===== config.mk =====
export PLATFORM = sky130hd
export DESIGN_NAME = expression_tokenizer_top
export DESIGN_NICKNAME = d
export VERILOG_FILES = /design/src/rtl/etok_pkg.sv /design/src/rtl/etok_front.sv /design/src/rtl/etok_queue.sv /design/src/rtl/etok_back.sv /design/src/rtl/expression_tokenizer_top.sv
export SDC_FILE = /design/constraint.sdc
export NUM_CORES = 1
export LEC_CHECK = 0
export BUFFER_PORTS_ARGS = -buffer_cell sky130_fd_sc_hd__buf_2
export CAP_MARGIN = 0
export CORE_MARGIN = 2
export CORE_UTILIZATION = 55
export DETAILED_ROUTE_END_ITERATION = 10
export PLACE_DENSITY = 0.75
export SYNTH_ARGS = -nofsm -noshare
export SYNTH_HDL_FRONTEND = slang
export SYNTH_SLANG_ARGS = --single-unit

===== constraint.sdc =====
create_clock -name clock -period 4.9 [get_ports clock]
set_input_delay 0 -clock clock [delete_from_list [all_inputs] [get_ports clock]]
set_output_delay 0 -clock clock [all_outputs]
set_load 0.02 [all_outputs]

===== src/rtl/etok_pkg.sv =====
// Shared types and codes for the expression tokenizer.
`default_nettype none

package etok_pkg;

   localparam int QUEUE_DEPTH = 4;
   localparam int PTR_W       = $clog2(QUEUE_DEPTH);
   localparam int LVL_W       = PTR_W + 1;

   localparam logic [3:0] KIND_NUMBER   = 4'd0;
   localparam logic [3:0] KIND_STRING   = 4'd1;
   localparam logic [3:0] KIND_VARIABLE = 4'd2;
   localparam logic [3:0] KIND_OPERATOR = 4'd3;
   localparam logic [3:0] KIND_LPAREN   = 4'd4;
   localparam logic [3:0] KIND_RPAREN   = 4'd5;
   localparam logic [3:0] KIND_COMMA    = 4'd6;
   localparam logic [3:0] KIND_END      = 4'd7;
   localparam logic [3:0] KIND_ERROR    = 4'd8;

   localparam logic [2:0] ERR_NONE       = 3'd0;
   localparam logic [2:0] ERR_EMPTY      = 3'd1;
   localparam logic [2:0] ERR_UNTERM     = 3'd2;
   localparam logic [2:0] ERR_UNEXPECTED = 3'd3;
   localparam logic [2:0] ERR_TOO_LONG   = 3'd4;

   localparam logic [1:0] KW_NONE  = 2'd0;
   localparam logic [1:0] KW_FALSE = 2'd1;
   localparam logic [1:0] KW_TRUE  = 2'd2;

   typedef struct packed {
      logic [3:0]  kind;
      logic [11:0] start;
      logic [12:0] length;
      logic [4:0]  opcode;
      logic [1:0]  kw_value;
      logic [2:0]  err_code;
      logic [7:0]  bad_char;
      logic        last;
   } tok_type;

   // Tokens written into the queue by one input item, tok0 first.
   typedef struct packed {
      logic [1:0] count;
      tok_type    tok1;
      tok_type    tok0;
   } push_type;

   typedef struct packed {
      logic             has_item;
      logic             has_room;
      logic [LVL_W-1:0] level;
   } qstat_type;

endpackage

`default_nettype wire


===== src/rtl/etok_front.sv =====
// Lexer front end: classifies each character and forms up to two tokens per item.
`default_nettype none

module etok_front import etok_pkg::*; #(
   parameter int MAX_LENGTH = 4096
) (
   input  wire logic       clock,
   input  wire logic       reset,
   input  wire logic       req_tvalid,
   output logic            req_tready,
   input  wire logic [7:0] req_tdata,
   input  wire logic [0:0] req_tuser,
   input  wire logic       room,
   output push_type        push
);

   localparam int POS_W = $clog2(MAX_LENGTH + 1);
   localparam int DW    = (POS_W > 13) ? POS_W : 13;
   localparam logic [11:0] LIMIT_START = 12'(MAX_LENGTH % 4096);

   localparam logic [3:0] HELD_NONE = 4'd15;

   localparam logic [7:0] CH_DOLLAR = "$";
   localparam logic [7:0] CH_DOT    = ".";
   localparam logic [7:0] CH_BSLASH = "\\";
   localparam logic [7:0] CH_DQUOTE = "\"";
   localparam logic [7:0] CH_SQUOTE = "'";
   localparam logic [7:0] CH_LPAREN = "(";
   localparam logic [7:0] CH_RPAREN = ")";
   localparam logic [7:0] CH_COMMA  = ",";
   localparam logic [7:0] CH_UNDER  = "_";

   typedef enum logic [5:0] {
      MODE_IDLE     = 6'b000001,
      MODE_NUMBER   = 6'b000010,
      MODE_STRING   = 6'b000100,
      MODE_VARIABLE = 6'b001000,
      MODE_IDENT    = 6'b010000,
      MODE_OPERATOR = 6'b100000
   } mode_type;

   function automatic logic is_digit(input logic [7:0] c);
      is_digit = (c >= "0") && (c <= "9");
   endfunction

   function automatic logic is_alpha(input logic [7:0] c);
      is_alpha = ((c >= "a") && (c <= "z")) || ((c >= "A") && (c <= "Z"));
   endfunction

   function automatic logic is_space(input logic [7:0] c);
      is_space = (c == " ") || ((c >= 8'd9) && (c <= 8'd13));
   endfunction

   function automatic logic [3:0] op_index(input logic [7:0] c);
      case (c)
         "+":     op_index = 4'd0;
         "-":     op_index = 4'd1;
         "*":     op_index = 4'd2;
         "/":     op_index = 4'd3;
         "%":     op_index = 4'd4;
         "<":     op_index = 4'd5;
         ">":     op_index = 4'd6;
         "=":     op_index = 4'd7;
         "!":     op_index = 4'd8;
         "&":     op_index = 4'd9;
         "|":     op_index = 4'd10;
         default: op_index = HELD_NONE;
      endcase
   endfunction

   // Code of a two-character operator, or zero when the pair does not combine.
   function automatic logic [4:0] pair_code(input logic [3:0] first, input logic [7:0] c);
      pair_code = 5'd0;
      if (c == "=") begin
         case (first)
            4'd7:    pair_code = 5'd11;
            4'd8:    pair_code = 5'd12;
            4'd5:    pair_code = 5'd13;
            4'd6:    pair_code = 5'd14;
            default: pair_code = 5'd0;
         endcase
      end else if ((c == "&") && (first == 4'd9)) begin
         pair_code = 5'd15;
      end else if ((c == "|") && (first == 4'd10)) begin
         pair_code = 5'd16;
      end
   endfunction

   // Prefix tracker: 1..4 follow "true", 5..9 follow "false".
   function automatic logic [3:0] kw_next(input logic [3:0] km, input logic [7:0] c);
      case (km)
         4'd1:    kw_next = (c == "r") ? 4'd2 : 4'd0;
         4'd2:    kw_next = (c == "u") ? 4'd3 : 4'd0;
         4'd3:    kw_next = (c == "e") ? 4'd4 : 4'd0;
         4'd5:    kw_next = (c == "a") ? 4'd6 : 4'd0;
         4'd6:    kw_next = (c == "l") ? 4'd7 : 4'd0;
         4'd7:    kw_next = (c == "s") ? 4'd8 : 4'd0;
         4'd8:    kw_next = (c == "e") ? 4'd9 : 4'd0;
         default: kw_next = 4'd0;
      endcase
   endfunction

   function automatic tok_type make_tok(input logic [3:0] kind, input logic [11:0] start,
                                        input logic [12:0] length, input logic [4:0] opcode,
                                        input logic [1:0] kw_value, input logic [2:0] err_code,
                                        input logic [7:0] bad_char);
      tok_type t;
      t.kind     = kind;
      t.start    = start;
      t.length   = length;
      t.opcode   = opcode;
      t.kw_value = kw_value;
      t.err_code = err_code;
      t.bad_char = bad_char;
      t.last     = 1'b0;
      make_tok   = t;
   endfunction

   mode_type         mode_ff, mode_in;
   logic [POS_W-1:0] pos_ff, pos_in;
   logic [POS_W-1:0] begin_ff, begin_in;
   logic [3:0]       held_ff, held_in;
   logic             dot_ff, dot_in;
   logic             single_ff, single_in;
   logic             escape_ff, escape_in;
   logic [3:0]       kw_ff, kw_in;
   logic             err_ff, err_in;

   logic             accept;
   logic [7:0]       c;
   logic [DW-1:0]    pos_w, beg_w, len_w, begm1_w;
   logic [POS_W-1:0] begm1;

   logic             flush_v;
   tok_type          flush_tok;
   logic             start_v;
   tok_type          start_tok;
   logic [3:0]       c_op;
   logic [4:0]       c_pair;
   logic [7:0]       close_quote;

   logic             first_v, second_v;
   tok_type          first_tok, second_tok;
   logic             restart;

   assign req_tready = room;
   assign accept     = req_tvalid && room;
   assign c          = req_tdata;

   assign begm1   = begin_ff - POS_W'(1);
   assign pos_w   = DW'(pos_ff);
   assign beg_w   = DW'(begin_ff);
   assign begm1_w = DW'(begm1);
   assign len_w   = pos_w - beg_w;

   assign c_op        = op_index(c);
   assign c_pair      = pair_code(held_ff, c);
   assign close_quote = single_ff ? CH_SQUOTE : CH_DQUOTE;

   // Token that closes the pending number, name or single operator.
   always_comb begin
      flush_v   = 1'b1;
      flush_tok = make_tok(KIND_NUMBER, beg_w[11:0], len_w[12:0], 5'd0, KW_NONE,
                           ERR_NONE, 8'd0);
      case (mode_ff)
         MODE_NUMBER: begin
         end
         MODE_VARIABLE: begin
            flush_tok.kind = KIND_VARIABLE;
         end
         MODE_IDENT: begin
            if (kw_ff == 4'd4) begin
               flush_tok.kw_value = KW_TRUE;
            end else if (kw_ff == 4'd9) begin
               flush_tok.kw_value = KW_FALSE;
            end else begin
               flush_tok.kind = KIND_VARIABLE;
            end
         end
         MODE_OPERATOR: begin
            flush_tok.kind   = KIND_OPERATOR;
            flush_tok.length = 13'd1;
            flush_tok.opcode = {1'b0, held_ff};
         end
         default: begin
            flush_v = 1'b0;
         end
      endcase
   end

   // Token that a character emits at once when it opens nothing.
   always_comb begin
      start_v   = 1'b1;
      start_tok = make_tok(KIND_LPAREN, pos_w[11:0], 13'd1, 5'd0, KW_NONE, ERR_NONE, 8'd0);
      if (c == CH_RPAREN) begin
         start_tok.kind = KIND_RPAREN;
      end else if (c == CH_COMMA) begin
         start_tok.kind = KIND_COMMA;
      end else if (c != CH_LPAREN) begin
         start_tok = make_tok(KIND_ERROR, pos_w[11:0], 13'd0, 5'd0, KW_NONE,
                              ERR_UNEXPECTED, c);
         start_v   = !(is_space(c) || is_digit(c) || is_alpha(c) || (c == CH_UNDER) ||
                       (c == CH_DOT) || (c == CH_DQUOTE) || (c == CH_SQUOTE) ||
                       (c == CH_DOLLAR) || (c_op != HELD_NONE));
      end
   end

   always_comb begin
      mode_in    = mode_ff;
      pos_in     = pos_ff;
      begin_in   = begin_ff;
      held_in    = held_ff;
      dot_in     = dot_ff;
      single_in  = single_ff;
      escape_in  = escape_ff;
      kw_in      = kw_ff;
      err_in     = err_ff;
      first_v    = 1'b0;
      second_v   = 1'b0;
      first_tok  = flush_tok;
      second_tok = start_tok;
      restart    = 1'b0;

      if (accept) begin
         if (req_tuser[0]) begin
            if (!err_ff) begin
               first_v = 1'b1;
               if (pos_ff == '0) begin
                  first_tok = make_tok(KIND_ERROR, 12'd0, 13'd0, 5'd0, KW_NONE,
                                       ERR_EMPTY, 8'd0);
               end else if (dot_ff) begin
                  first_tok = make_tok(KIND_ERROR, beg_w[11:0], 13'd0, 5'd0, KW_NONE,
                                       ERR_UNEXPECTED, CH_DOT);
               end else if (mode_ff == MODE_STRING) begin
                  first_tok = make_tok(KIND_ERROR, begm1_w[11:0], 13'd0, 5'd0, KW_NONE,
                                       ERR_UNTERM, 8'd0);
               end else begin
                  first_v    = flush_v;
                  second_v   = 1'b1;
                  second_tok = make_tok(KIND_END, pos_w[11:0], 13'd0, 5'd0, KW_NONE,
                                        ERR_NONE, 8'd0);
               end
            end
            // The end marker always leaves the lexer as after reset.
            mode_in   = MODE_IDLE;
            pos_in    = '0;
            begin_in  = '0;
            held_in   = HELD_NONE;
            dot_in    = 1'b0;
            single_in = 1'b0;
            escape_in = 1'b0;
            kw_in     = 4'd0;
            err_in    = 1'b0;
         end else if (!err_ff) begin
            if (pos_ff >= POS_W'(MAX_LENGTH)) begin
               first_v   = 1'b1;
               first_tok = make_tok(KIND_ERROR, LIMIT_START, 13'd0, 5'd0, KW_NONE,
                                    ERR_TOO_LONG, 8'd0);
               err_in    = 1'b1;
               mode_in   = MODE_IDLE;
               dot_in    = 1'b0;
            end else begin
               pos_in = pos_ff + POS_W'(1);
               if (dot_ff) begin
                  dot_in = 1'b0;
                  if (is_digit(c)) begin
                     mode_in = MODE_NUMBER;
                  end else begin
                     first_v   = 1'b1;
                     first_tok = make_tok(KIND_ERROR, beg_w[11:0], 13'd0, 5'd0, KW_NONE,
                                          ERR_UNEXPECTED, CH_DOT);
                     err_in    = 1'b1;
                     mode_in   = MODE_IDLE;
                  end
               end else begin
                  case (mode_ff)
                     MODE_STRING: begin
                        if (escape_ff) begin
                           escape_in = 1'b0;
                        end else if (c == CH_BSLASH) begin
                           escape_in = 1'b1;
                        end else if (c == close_quote) begin
                           first_v   = 1'b1;
                           first_tok = make_tok(KIND_STRING, beg_w[11:0], len_w[12:0], 5'd0,
                                                KW_NONE, ERR_NONE, 8'd0);
                           mode_in   = MODE_IDLE;
                        end
                     end
                     MODE_NUMBER: begin
                        restart = !(is_digit(c) || (c == CH_DOT));
                     end
                     MODE_VARIABLE: begin
                        restart = !(is_digit(c) || is_alpha(c) || (c == CH_UNDER));
                     end
                     MODE_IDENT: begin
                        if (is_digit(c) || is_alpha(c) || (c == CH_UNDER)) begin
                           kw_in = kw_next(kw_ff, c);
                        end else begin
                           restart = 1'b1;
                        end
                     end
                     MODE_OPERATOR: begin
                        if (c_pair != 5'd0) begin
                           first_v   = 1'b1;
                           first_tok = make_tok(KIND_OPERATOR, beg_w[11:0], 13'd2, c_pair,
                                                KW_NONE, ERR_NONE, 8'd0);
                           mode_in   = MODE_IDLE;
                           held_in   = HELD_NONE;
                        end else begin
                           restart = 1'b1;
                        end
                     end
                     default: begin
                        restart = 1'b1;
                     end
                  endcase
               end

               if (restart) begin
                  first_v  = flush_v;
                  second_v = start_v;
                  mode_in  = MODE_IDLE;
                  held_in  = HELD_NONE;
                  kw_in    = 4'd0;
                  if (is_space(c)) begin
                  end else if (is_digit(c)) begin
                     mode_in  = MODE_NUMBER;
                     begin_in = pos_ff;
                  end else if (c == CH_DOT) begin
                     dot_in   = 1'b1;
                     begin_in = pos_ff;
                  end else if ((c == CH_DQUOTE) || (c == CH_SQUOTE)) begin
                     mode_in   = MODE_STRING;
                     single_in = (c == CH_SQUOTE);
                     escape_in = 1'b0;
                     begin_in  = pos_ff + POS_W'(1);
                  end else if (c == CH_DOLLAR) begin
                     mode_in  = MODE_VARIABLE;
                     begin_in = pos_ff + POS_W'(1);
                  end else if (c_op != HELD_NONE) begin
                     mode_in  = MODE_OPERATOR;
                     held_in  = c_op;
                     begin_in = pos_ff;
                  end else if ((c == CH_LPAREN) || (c == CH_RPAREN) || (c == CH_COMMA)) begin
                  end else if (is_alpha(c) || (c == CH_UNDER)) begin
                     mode_in  = MODE_IDENT;
                     begin_in = pos_ff;
                     kw_in    = (c == "t") ? 4'd1 : ((c == "f") ? 4'd5 : 4'd0);
                  end else begin
                     err_in = 1'b1;
                     dot_in = 1'b0;
                  end
               end
            end
         end
      end
   end

   // Pack the emitted tokens into the queue write, marking the final one.
   always_comb begin
      push.tok0 = first_v ? first_tok : second_tok;
      push.tok1 = second_tok;
      push.tok0.last = !(first_v && second_v);
      push.tok1.last = 1'b1;
      push.count = (first_v && second_v) ? 2'd2 : ((first_v || second_v) ? 2'd1 : 2'd0);
   end

   always_ff @(posedge clock) begin
      if (reset) begin
         mode_ff   <= MODE_IDLE;
         pos_ff    <= '0;
         begin_ff  <= '0;
         held_ff   <= HELD_NONE;
         dot_ff    <= 1'b0;
         single_ff <= 1'b0;
         escape_ff <= 1'b0;
         kw_ff     <= 4'd0;
         err_ff    <= 1'b0;
      end else begin
         mode_ff   <= mode_in;
         pos_ff    <= pos_in;
         begin_ff  <= begin_in;
         held_ff   <= held_in;
         dot_ff    <= dot_in;
         single_ff <= single_in;
         escape_ff <= escape_in;
         kw_ff     <= kw_in;
         err_ff    <= err_in;
      end
   end

endmodule

`default_nettype wire


===== src/rtl/etok_queue.sv =====
// Token queue between lexer and output: two writes and one read per cycle.
`default_nettype none

module etok_queue import etok_pkg::*; (
   input  wire logic     clock,
   input  wire logic     reset,
   input  wire push_type push,
   input  wire logic     pop,
   output tok_type       head,
   output qstat_type     stat
);

   tok_type          mem_ff [QUEUE_DEPTH];
   logic [PTR_W-1:0] wr_ff, wr_in;
   logic [PTR_W-1:0] rd_ff, rd_in;
   logic [LVL_W-1:0] level_ff, level_in;
   logic [PTR_W-1:0] wr_next;

   assign wr_next = wr_ff + PTR_W'(1);
   assign head    = mem_ff[rd_ff];

   assign stat.has_item = (level_ff != '0);
   assign stat.has_room = (level_ff <= LVL_W'(QUEUE_DEPTH - 2));
   assign stat.level    = level_ff;

   always_comb begin
      wr_in    = wr_ff + PTR_W'(push.count);
      rd_in    = pop ? (rd_ff + PTR_W'(1)) : rd_ff;
      level_in = level_ff + LVL_W'(push.count) - LVL_W'(pop);
   end

   always_ff @(posedge clock) begin
      if (push.count != 2'd0) begin
         mem_ff[wr_ff] <= push.tok0;
      end
      if (push.count == 2'd2) begin
         mem_ff[wr_next] <= push.tok1;
      end
   end

   always_ff @(posedge clock) begin
      if (reset) begin
         wr_ff    <= '0;
         rd_ff    <= '0;
         level_ff <= '0;
      end else begin
         wr_ff    <= wr_in;
         rd_ff    <= rd_in;
         level_ff <= level_in;
      end
   end

endmodule

`default_nettype wire


===== src/rtl/etok_back.sv =====
// Output stage: takes tokens from the queue into the result register.
`default_nettype none

module etok_back import etok_pkg::*; (
   input  wire logic    clock,
   input  wire logic    reset,
   input  wire tok_type head,
   input  wire logic    has_item,
   output logic         pop,
   output logic         rsp_tvalid,
   input  wire logic    rsp_tready,
   output logic [47:0]  rsp_tdata,
   output logic [3:0]   rsp_tuser,
   output logic         rsp_tlast
);

   logic    valid_ff, valid_in;
   tok_type tok_ff;

   assign pop      = has_item && (!valid_ff || rsp_tready);
   assign valid_in = pop || (valid_ff && !rsp_tready);

   always_ff @(posedge clock) begin
      if (reset) begin
         valid_ff <= 1'b0;
      end else begin
         valid_ff <= valid_in;
      end
   end

   always_ff @(posedge clock) begin
      if (pop) begin
         tok_ff <= head;
      end
   end

   assign rsp_tvalid = valid_ff;
   assign rsp_tuser  = tok_ff.kind;
   assign rsp_tlast  = tok_ff.last;
   assign rsp_tdata  = {5'd0, tok_ff.bad_char, tok_ff.err_code, tok_ff.kw_value,
                        tok_ff.opcode, tok_ff.length, tok_ff.start};

endmodule

`default_nettype wire


===== src/rtl/expression_tokenizer_top.sv =====
// Top level of the streaming expression tokenizer.
`default_nettype none

// Characters enter one per item and an end-marker item closes the expression; tokens leave
// as start/length pairs with kind, operator code, keyword value and error details. The
// lexer takes one item per clock cycle while the queue has room and writes the zero, one
// or two tokens that item causes into a four-entry queue; the output register drains one
// token per cycle while the receiver is ready. Items that each cause one token thus flow
// at one item per cycle; each item that causes two tokens leaves one more in the queue,
// which absorbs them until it holds more than two tokens, at which point the input stalls.
module expression_tokenizer_top import etok_pkg::*; #(
   parameter int MAX_LENGTH = 4096
) (
   input  wire logic        clock,
   input  wire logic        reset,
   input  wire logic        req_tvalid,
   output logic             req_tready,
   input  wire logic [7:0]  req_tdata,   // [7:0] character
   input  wire logic [0:0]  req_tuser,   // [0] operation (1 = end of expression)
   output logic             rsp_tvalid,
   input  wire logic        rsp_tready,
   // [11:0] token_start, [24:12] token_length, [29:25] operator_code,
   // [31:30] keyword_value, [34:32] error_code, [42:35] bad_character, [47:43] zero
   output logic [47:0]      rsp_tdata,
   output logic [3:0]       rsp_tuser,   // [3:0] token_kind
   output logic             rsp_tlast    // last_result
);

   push_type  push;
   qstat_type q_stat;
   tok_type   head;
   logic      pop;

   etok_front #(
      .MAX_LENGTH(MAX_LENGTH)
   ) u_front (
      .clock      (clock),
      .reset      (reset),
      .req_tvalid (req_tvalid),
      .req_tready (req_tready),
      .req_tdata  (req_tdata),
      .req_tuser  (req_tuser),
      .room       (q_stat.has_room),
      .push       (push)
   );

   etok_queue u_queue (
      .clock (clock),
      .reset (reset),
      .push  (push),
      .pop   (pop),
      .head  (head),
      .stat  (q_stat)
   );

   etok_back u_back (
      .clock      (clock),
      .reset      (reset),
      .head       (head),
      .has_item   (q_stat.has_item),
      .pop        (pop),
      .rsp_tvalid (rsp_tvalid),
      .rsp_tready (rsp_tready),
      .rsp_tdata  (rsp_tdata),
      .rsp_tuser  (rsp_tuser),
      .rsp_tlast  (rsp_tlast)
   );

   a_push_only_on_accept: assert property (@(posedge clock) disable iff (reset)
      !(req_tvalid && req_tready) |-> (push.count == 2'd0))
      else $error("tokens written without an accepted item");

   a_level_bound: assert property (@(posedge clock) disable iff (reset)
      q_stat.level <= LVL_W'(QUEUE_DEPTH))
      else $error("token queue overfilled");

   a_double_last: assert property (@(posedge clock) disable iff (reset)
      (push.count == 2'd2) |-> (push.tok1.last && !push.tok0.last))
      else $error("last mark misplaced on a double write");

   a_single_last: assert property (@(posedge clock) disable iff (reset)
      (push.count == 2'd1) |-> push.tok0.last)
      else $error("single token not marked last");

endmodule

`default_nettype wire


# Yosys cells after proc, flatten, opt, wreduce, memory -nomap -nowiden
# Memory sizes are Yosys's and may differ from the RTL's. A register that Yosys moved wholly into a read port is not among the register bits.
# Cells that the tools add are included.
# classes
add_sub_neg	8
n_lt_le_gt_ge	10
n_eq_ne	64
muxes	195
n_reduce_logical	56
# ops
cell	n
$mux 48	22
$mux 13	15
$eq 8x6->1 const B	18
$mux 4	33
$mux 6	16
$pmux 48 s2	1
$eq 8x7->1 const B	11
$mux 44	2
$mux 1	81
$pmux 4 s11	1
$eq 4x3->1 const B	7
$pmux 4 s7	1
$eq 4x4->1 const B	5
$logic_or 1x1->1	20
$mux 5	4
$mux 18	1
$ne 6x5->1 const B	3
$ge 8x7->1 const B	2
$le 8x7->1 const B	2
$mux 2	8
$pmux 4 s4	1
$mux 3	5
$reduce_bool 3->1	5
$reduce_and 7->1	2
44 further kinds	67
# totals
ff_bits	52
ramBits	192
in_bits	13
output_inout_bits	55
word_cells	347
memories	1
# memory_table
memory	depth	width	read_ports	rd_ports_with_merged_regs	write_ports	line	text
u_queue.mem_ff	4	48	1	1	2	etok_queue.sv:13	tok_type mem_ff [QUEUE_DEPTH];

# Longest topological paths before layout
# Gate-level depths: netlist (run 1).
# logic_depth
word_depth	26
depth_mapped	17
ltp_nobuf	16

# Modules after synthesis
# From an unflattened synthesis (run 1), not the netlist that was laid out.
# hier_totals
hier_cells	1361
hier_area_um2	16667.2
# modules_own_cells
module	instances	cells_per_inst	area_per_inst_um2	seq_area_each_um2
etok_queue	1	508	9679.3	5945.7
etok_front	1	794	5450.2	880.8
etok_back	1	59	1537.7	1461.4

# Least setup slack after synthesis (run 1)
# OpenSTA, ideal clock, no wires.
# synth_path
path_type	reg2reg
from	register u_queue.level_ff[2]
to	register u_queue.level_ff[2]
setup_ns	0.128
t_arrival_ns	4.416
required_ns	4.772
path_slack_ns	0.357
path_stages_with_launch	11
n_path_buf	0
synth_period_minus_slack_ns	4.543
path_cell_list	dfxtp_1 nor3_1 a21oi_1 ha_1 inv_1 ha_1 inv_1 fa_1 xnor2_1 xnor2_1 nor2_1
# synth_between
word_cells_on_any_way	12
cone_classes	add/sub (2); order compare (1); mux (4); reduce/logical (5)
# synth_rtl
item	line	text
start: declaration	etok_queue.sv:16	logic [LVL_W-1:0] level_ff, level_in;
start signal: assignment	etok_queue.sv:49	level_ff <= level_in;
$reduce_bool 3->1	etok_queue.sv:22	assign stat.has_item = (level_ff != '0);
$logic_and 1x1->1	etok_back.sv:20	assign pop = has_item && (!valid_ff || rsp_tready);
net pop	expression_tokenizer_top.sv:32	logic pop;
$sub 3x1->3	etok_queue.sv:29	level_in = level_ff + LVL_W'(push.count) - LVL_W'(pop);
# The timed path passes the listed nets, and every way through them passes these cells.
# A chain may end at the register's enable or synchronous reset.

# Worst setup path after layout (run 1)
# layout_path
from	register u_front.pos_ff[1]
to	register u_queue.level_ff[2]
# layout_between
elab_chain_cells	10
word_cells_on_any_way	20
cone_classes	add/sub (2); order compare (1); mux (14); reduce/logical (3)
# layout_rtl
item	line	text
start: declaration	etok_front.sv:120	logic [POS_W-1:0] pos_ff, pos_in;
start signal: assignment	etok_front.sv:381	pos_ff <= pos_in;
$ge 13x13->1 or $logic_not 13->1 (tied branches)	etok_front.sv:255, etok_front.sv:228	
$mux 1 (on tied branches)	etok_front.sv:255, etok_front.sv:228	
$mux 1 (on tied branches)	etok_front.sv:254, etok_front.sv:226	
$mux 1	etok_front.sv:225	if (req_tuser[0]) begin
$mux 1	etok_front.sv:224	if (accept) begin
$logic_or 1x1->1	etok_front.sv:365	push.count = (first_v && second_v) ? 2'd2 : ((first_v || second_v) ? 2'd1 : 2'd0);
$mux 1	etok_front.sv:365	
$mux 2 *	etok_front.sv:365	
$add 3x2->3 *	etok_queue.sv:29	
$sub 3x1->3 *	etok_queue.sv:29	
# Mark *: on every way between the ends. The rest lies on a longest branch, timed or not.

==> results of run 1 <==
## final timing paths
path | startpoint | endpoint | slack [ns] | cells past startpoint
max | u_front.pos_ff[1] | u_queue.level_ff[2] | 0.47 | 17
min | req_tdata[3] | u_front.held_ff[1] | 0.04 | 3
max reg2reg | u_front.pos_ff[1] | u_queue.level_ff[2] | 0.47 | 17
min reg2reg | u_queue.mem_ff[1][28] | u_queue.mem_ff[1][28] | 0.45 | 2
## cells in the final DEF (no fill, tap or decap), types with 7 or more instances in the layout
cell type                   Yosys  layout
sky130_fd_sc_hd__a21o_1         7       7
sky130_fd_sc_hd__a21oi_1       65      64
sky130_fd_sc_hd__a22o_1        73      73
sky130_fd_sc_hd__a31oi_1        9       9
sky130_fd_sc_hd__and3_1        14      14
sky130_fd_sc_hd__buf_2         16      62
sky130_fd_sc_hd__buf_4          8      45
sky130_fd_sc_hd__clkbuf_1      59       8
sky130_fd_sc_hd__clkbuf_16      0      31
sky130_fd_sc_hd__clkinv_2       0      10
sky130_fd_sc_hd__dfxtp_1      136     134
sky130_fd_sc_hd__edfxtp_1     156     156
sky130_fd_sc_hd__ha_1          21      21
sky130_fd_sc_hd__inv_1         34      34
sky130_fd_sc_hd__mux4_2        48      48
sky130_fd_sc_hd__nand2_1      143     143
sky130_fd_sc_hd__nand2b_1      16      16
sky130_fd_sc_hd__nand3_1       23      23
sky130_fd_sc_hd__nand3b_1       8       8
sky130_fd_sc_hd__nand4_1       10      10
sky130_fd_sc_hd__nor2_1       101     101
sky130_fd_sc_hd__nor2b_1       12      12
sky130_fd_sc_hd__nor3_1        26      26
sky130_fd_sc_hd__nor4_1        13      13
sky130_fd_sc_hd__o21ai_0      109     109
sky130_fd_sc_hd__o22ai_1       37      37
sky130_fd_sc_hd__o2bb2ai_1     13      13
sky130_fd_sc_hd__or2_2          8       8
sky130_fd_sc_hd__or3_1         20      20
sky130_fd_sc_hd__xnor2_1       17      17
sky130_fd_sc_hd__xor2_1        20      20
## cell type report
cell class	count	area (um2)
fillers	1991	9840
flip-flops and latches	292	7410
multi-input cells	929	6480
clock buffers	39	806
repair buffers	110	688
well taps	335	419
clock inverters	17	135
inverters	35	131
## registers in the layout (all words and copies together), names as in the netlist
register / flops
u_front.dot_ff: 1
u_front.pos_ff: 13
u_queue.mem_ff: 192
u_back.rsp_tdata: 43
u_back.rsp_tvalid: 1
u_queue.wr_ff: 2
u_queue.rd_ff: 2
u_back.rsp_tuser: 4
u_front.escape_ff: 1
u_front.err_ff: 1
u_back.rsp_tlast: 1
u_front.held_ff: 4
u_front.beg_w: 13
u_front.kw_ff: 4
u_front.mode_ff: 6
u_queue.level_ff: 3
u_front.single_ff: 1
## routing by layer
metal	track usage, %	vias up	part of all wire (%)	wire, um
met5	0	-	0.033	13
met4	9.04	2	2.7	1060
met3	4.74	89	8.4	3260
met2	46.3	531	49	18900
met1	36.1	5529	40	15600
li1	-	5172	-	-
## worst max-delay path: cells and delay by family (launching register included)
kind | cells | cell delay [ns]
DFF | 1 | 0.39
buffers and inverters | 4 | 0.82
xor gates and xnor gates | 2 | 0.33
and+or+nand+nor | 5 | 1.09
AOI/OAI and AO/OA | 2 | 0.37
adders and majority gates | 4 | 1.29
## power breakdown
part / internal [mW] / leakage [nW] / switching [mW]
Combinational: 0.783 / 2.63 / 1.31
Sequential: 3.21 / 2.68 / 0.260
Clock: 1.26 / 0.468 / 0.934
## cell families after synthesis
logic type	count (synthesis)	synth area share (%)
XOR/XNOR	37	2.24
flip-flops	292	51.2
AO/OA/AOI/OAI	376	17.4
other	1	0.0259
buffers and inverters	136	4.14
AND/OR/NAND/NOR	432	14.8
adder cells (fa/ha/maj)	23	2.09
multiplexers	56	8.08
## metrics by stage
step / instances / instance area (um2)
3_5_place_dp: 1699 / 15100
5_1_grt: 1757 / 16100
2_1_floorplan: 1357 / 14500
3_3_place_gp: 1699 / 15100
6_report: 1757 / 16100
4_1_cts: 1757 / 16100
==> results.cfg, run 1 <==
[run_status]
status = finished, final reports clean

[die]
die_height_um = 166
horizontal_die_dimension_um = 166
design.die.area_um2 = 27600
core_region_area_um2 = 25900
placement_rows = 59
starting_density_pct = 55.8
floorplan.io_pins = 68

[clock_tree]
cts_tree = built
postCtsSetupRepairBufs = 0
clk_latency_ns = 0.55
cts_inserted_buffers = 30
post_cts.resized_instances = 0
ctsLongestPathBuffers = 3
cts_htree_levels = 1
ctsRootBufferMaster = sky130_fd_sc_hd__clkbuf_16
clock_pin_slew_worst_setup_and_hold_paths_ns = 0.06
cts.sinks = 292
cts_hold_buffers = 2

[global_routing]
via_count_of_the_first_global_routing_pass = 10871
overflow = 0
largest_net_degree_at_the_start_of_global_routing = 51
globalRouteTotalUtil_pct = 27.4
antenna_found_initial = 1
grt_first_pass_wirelength_um = 60200

[worst_setup_path]
cpMostUsedCell = sky130_fd_sc_hd__ha_1
critPathCaptureType = register
cp.required_ns = 5.30
worst_ep_arrival_time_ns = 4.82
worst_path_max_delay_cell = sky130_fd_sc_hd__fa_1
slowest_delay_ns = 0.44
cp_max_fo = 17
critPathLaunchType = register
critical_path_start_end_classification = register to register
cp_cell_sequence = inv_1 -> ha_1 -> nor4b_1 -> nand3_1 -> nor4bb_1 -> buf_4 -> nor2_1 -> a2bb2oi_1 -> a21o_1 -> buf_4 -> ha_1 -> inv_1 -> ha_1 -> fa_1 -> xnor2_1 -> xnor2_1 -> nor2_1

[final_layout]
diodes = 0
final_nets = 1434
area.growth.synth_to_final_pct = 11.2
share_of_cells_above_drive_strength_1_pct = 16.7
fin_util_pct = 62.0

[sta]
setup_viol = 0
finalClockSkew_ns = 0.0137
worst_hold_slack_ns = 0.0400
final_critical_path_setup_slack_ns = 0.475
final_hold_violating_endpoints = 0
max_clock_freq_mhz = 226
sum_neg_setup_slack_ns = 0
slew-limit-headroom_pct = 35.9
worst_margin_slew_ns = 0.954
min_period_ns = 4.43
pins_over_their_slew_limit = 0
final_min_period_over_clock_period_pct = 90.3
rsz0062_at_grt = false

[power_and_ir_drop]
powerDensity_nw_per_um2 = 483
vdd_drop_max_mv = 0.413
power.static_leakage_nw = 5.79
design_power_total_mw = 7.75

[run]
max_cap_violations = 0

[synthesis]
syn_inst = 1353
post-synth-top-area-fraction_pct = 32.4
synth-seq-cells = 292
netlist.top_cell.by_area = sky130_fd_sc_hd__edfxtp_1
ys_async_sr_fraction_pct = 0
yosysSeqAreaShare_pct = 51.2
yosysMostFrequentCell = sky130_fd_sc_hd__edfxtp_1
synth.avg_cell_area_um2 = 10.7
ys_top_cells_by_count = 156 x sky130_fd_sc_hd__edfxtp_1, 143 x sky130_fd_sc_hd__nand2_1, 136 x sky130_fd_sc_hd__dfxtp_1, 109 x sky130_fd_sc_hd__o21ai_0, 101 x sky130_fd_sc_hd__nor2_1
yosys_cell_types = 82
post_synth_instance_area_um2 = 14500
synth_warnings = 0
synth-edff-count = 156
postSynth.topFlopCell = sky130_fd_sc_hd__edfxtp_1
synth_top_cells_by_area = sky130_fd_sc_hd__edfxtp_1 32%, sky130_fd_sc_hd__dfxtp_1 19%, sky130_fd_sc_hd__mux4_2 7.5%, sky130_fd_sc_hd__a22o_1 4.4%, sky130_fd_sc_hd__o21ai_0 3.8%

[route]
vias = 11323
drtIter0Drc = 1182
drt-total-wl_um = 38800
drtPass1Iterations = 6
detail_route.wl_per_cell_um = 22.1
vias_per_cell = 6.44
post-route-drc-count = 0
postRouteAntennaNets = 0

[placed_design]
dp.final_hpwl_um = 26900
numPortBuffers = 62
gpl.final_weighted_congestion = 0.952
placement.setup.worst_slack_ns = 0.571

[hold_path]
worst_hold_path_type = input pin to register
(Power assumes the default switching activity.)
==> run 2, diff against run 1 <==
--- a/config.mk
+++ b/config.mk
@@ -12,4 +12,5 @@
 export DETAILED_ROUTE_END_ITERATION = 10
 export PLACE_DENSITY = 0.75
+export RECOVER_POWER = 50
 export SYNTH_ARGS = -nofsm -noshare
 export SYNTH_HDL_FRONTEND = slang
==> constraint.sdc (replaced) <==
create_clock -name clock -period 4.9 [get_ports clock]
set_input_delay 0 -clock clock [delete_from_list [all_inputs] [get_ports clock]]
set_output_delay 0 -clock clock [all_outputs]
set_load 0.1 [all_outputs]
==> results.cfg, run 2 (same netlist as run 1, synthesis figures left out) <==
[power_and_ir_drop]
powerDensity_nw_per_um2 = 560
vdd_drop_max_mv = 0.554
power.static_leakage_nw = 5.54

[clock_tree]
ctsRootBufferMaster = sky130_fd_sc_hd__clkbuf_16
clk_latency_ns = 0.55
ctsLongestPathBuffers = 3
clock_pin_slew_worst_setup_and_hold_paths_ns = 0.06
cts_htree_levels = 1
cts_inserted_buffers = 29
cts_tree = built
postCtsSetupRepairBufs = 0
cts.sinks = 292

[sta]
slew-limit-headroom_pct = -130
worst_hold_slack_ns = 0.0396
worst_margin_slew_ns = 3.45
max_clock_freq_mhz = 215
final_hold_violating_endpoints = 0
sum_neg_setup_slack_ns = 0
final_min_period_over_clock_period_pct = 95.0
pins_over_their_slew_limit = 102
rsz0062_at_grt = false
min_period_ns = 4.65
finalClockSkew_ns = 0.0205
setup_viol = 0

[global_routing]
antenna_found_initial = 0
largest_net_degree_at_the_start_of_global_routing = 51
overflow = 0
via_count_of_the_first_global_routing_pass = 10876
globalRouteTotalUtil_pct = 27.3
grt_first_pass_wirelength_um = 60500

[die]
core_region_area_um2 = 25900
placement_rows = 59
horizontal_die_dimension_um = 166
floorplan.io_pins = 68
starting_density_pct = 55.8
design.die.area_um2 = 27600
die_height_um = 166

[worst_setup_path]
worstSetupStartpoint = u_front.mode_ff[5]
startpoint_of_the_worst_slack_reg_to_reg_timing_path = u_front.mode_ff[5]
worst_path_max_delay_cell = sky130_fd_sc_hd__a21oi_1
critPathLaunchType = register
timing.critical_path.buf_inv = 1
critPathCaptureType = register
critical_path_start_end_classification = register to register
cp_max_fo = 13
cp_cell_sequence = or4b_1 -> nand2b_4 -> or3_1 -> a21oi_1 -> a21o_1 -> inv_2 -> ha_1 -> nand2b_1 -> or2_2 -> o22ai_2 -> a22o_1
worst_ep_arrival_time_ns = 5.06
slowest_delay_ns = 0.64
cp_top_family = simple AND/OR/NAND/NOR gates
cp.required_ns = 5.31

[final_layout]
layout_commonest_cell = sky130_fd_sc_hd__edfxtp_1
share_of_cells_above_drive_strength_1_pct = 11.9
fill_cells = 2096
area.growth.synth_to_final_pct = 9.68
layoutNonFillerInstCount = 1744
fin_util_pct = 61.2
layout.cells.most_common_list = 156 x sky130_fd_sc_hd__edfxtp_1, 143 x sky130_fd_sc_hd__nand2_1, 135 x sky130_fd_sc_hd__dfxtp_1, 111 x sky130_fd_sc_hd__o21ai_0, 101 x sky130_fd_sc_hd__nor2_1
diodes = 0
largest_reg_flops = 192
final_nets = 1426
max_flop_register = u_queue.mem_ff

[route]
detail_route.wl_per_cell_um = 21.9
postRouteAntennaNets = 0
post-route-drc-count = 0
vias_per_cell = 6.47
drtIter0Drc = 1338
drt-total-wl_um = 38200
drtPass1Iterations = 6
vias = 11282

[run_status]
failed_checks = capacitance limit, slew limit
status = complete, but fails checks

[placed_design]
gpl.final_weighted_congestion = 0.961
placed_cells_incl_taps = 1692
numPortBuffers = 62
dp.final_hpwl_um = 26100

[hold_path]
hold_sp = req_tdata[3]
worst_hold_path_type = input pin to register

[run]
max_cap_violations = 2
-- run 2: changes by cell type in the layout (fill, tap and decap cells not counted), sizes merged --
cell / before / now
bufinv: 2 / 1
clkbuf: 39 / 99
inv: 36 / 35
clkinvlp: 1 / 0
clkinv: 13 / 8
buf: 108 / 43
-- run 2: what timing repair did --
action / 4_1_cts / 5_1_grt
endpoints found under the hold margin: 2 / 0
resized for setup: 0 / 0
hold buffers: 2 / 0
-- run 2: area by class of cell --
type | count | area (um2) | area share (%)
inverters | 35 | 131 | 0.829
clock buffers | 41 | 821 | 5.18
well taps | 335 | 419 | 2.64
clock inverters | 9 | 73.8 | 0.466
multi-input cells | 929 | 6460 | 40.8
flip-flops and latches | 292 | 7410 | 46.7
repair buffers | 103 | 537 | 3.39
-- run 2: routing by layer --
layer  GRT usage [%]  vias up  part of all wire (%)
met4            9.04        0                   3.1
met2            44.0      495                    47
met5               0        -                     0
met1            38.2     5525                    42
li1                -     5159                     -
met3            4.08      103                   7.9
-- run 2: where the power goes --
group | internal (mW) | switching (mW) | total, mW
logic | 0.715 | 2.50 | 3.22
clock network | 1.21 | 0.898 | 2.11
registers | 3.22 | 0.327 | 3.55
total | 5.15 | 3.73 | 8.87
-- run 2: worst min-delay path: cells and delay by family --
family                 cells  cell delay (ns)
buffers and inverters      1             0.21
AOI/OAI and AO/OA          2             0.30
-- run 2: per-stage QoR --
step	area (um2)	total power, mW	setup WS (ns)
floorplan	14500	6.18	0.440
global route	15900	9.22	0.0223
CTS	16000	8.93	0.441
detailed placement	15000	6.84	0.488
global placement	15000	6.77	0.620
finish	15900	8.87	0.247
-- run 2: worst paths after layout --
kind,to,slack [ns],cells after the start
min reg2reg,u_queue.mem_ff[0][30],0.45,2
min,u_front.held_ff[1],0.04,3
max reg2reg,u_queue.mem_ff[3][39],0.25,11
max,u_queue.mem_ff[3][39],0.25,11
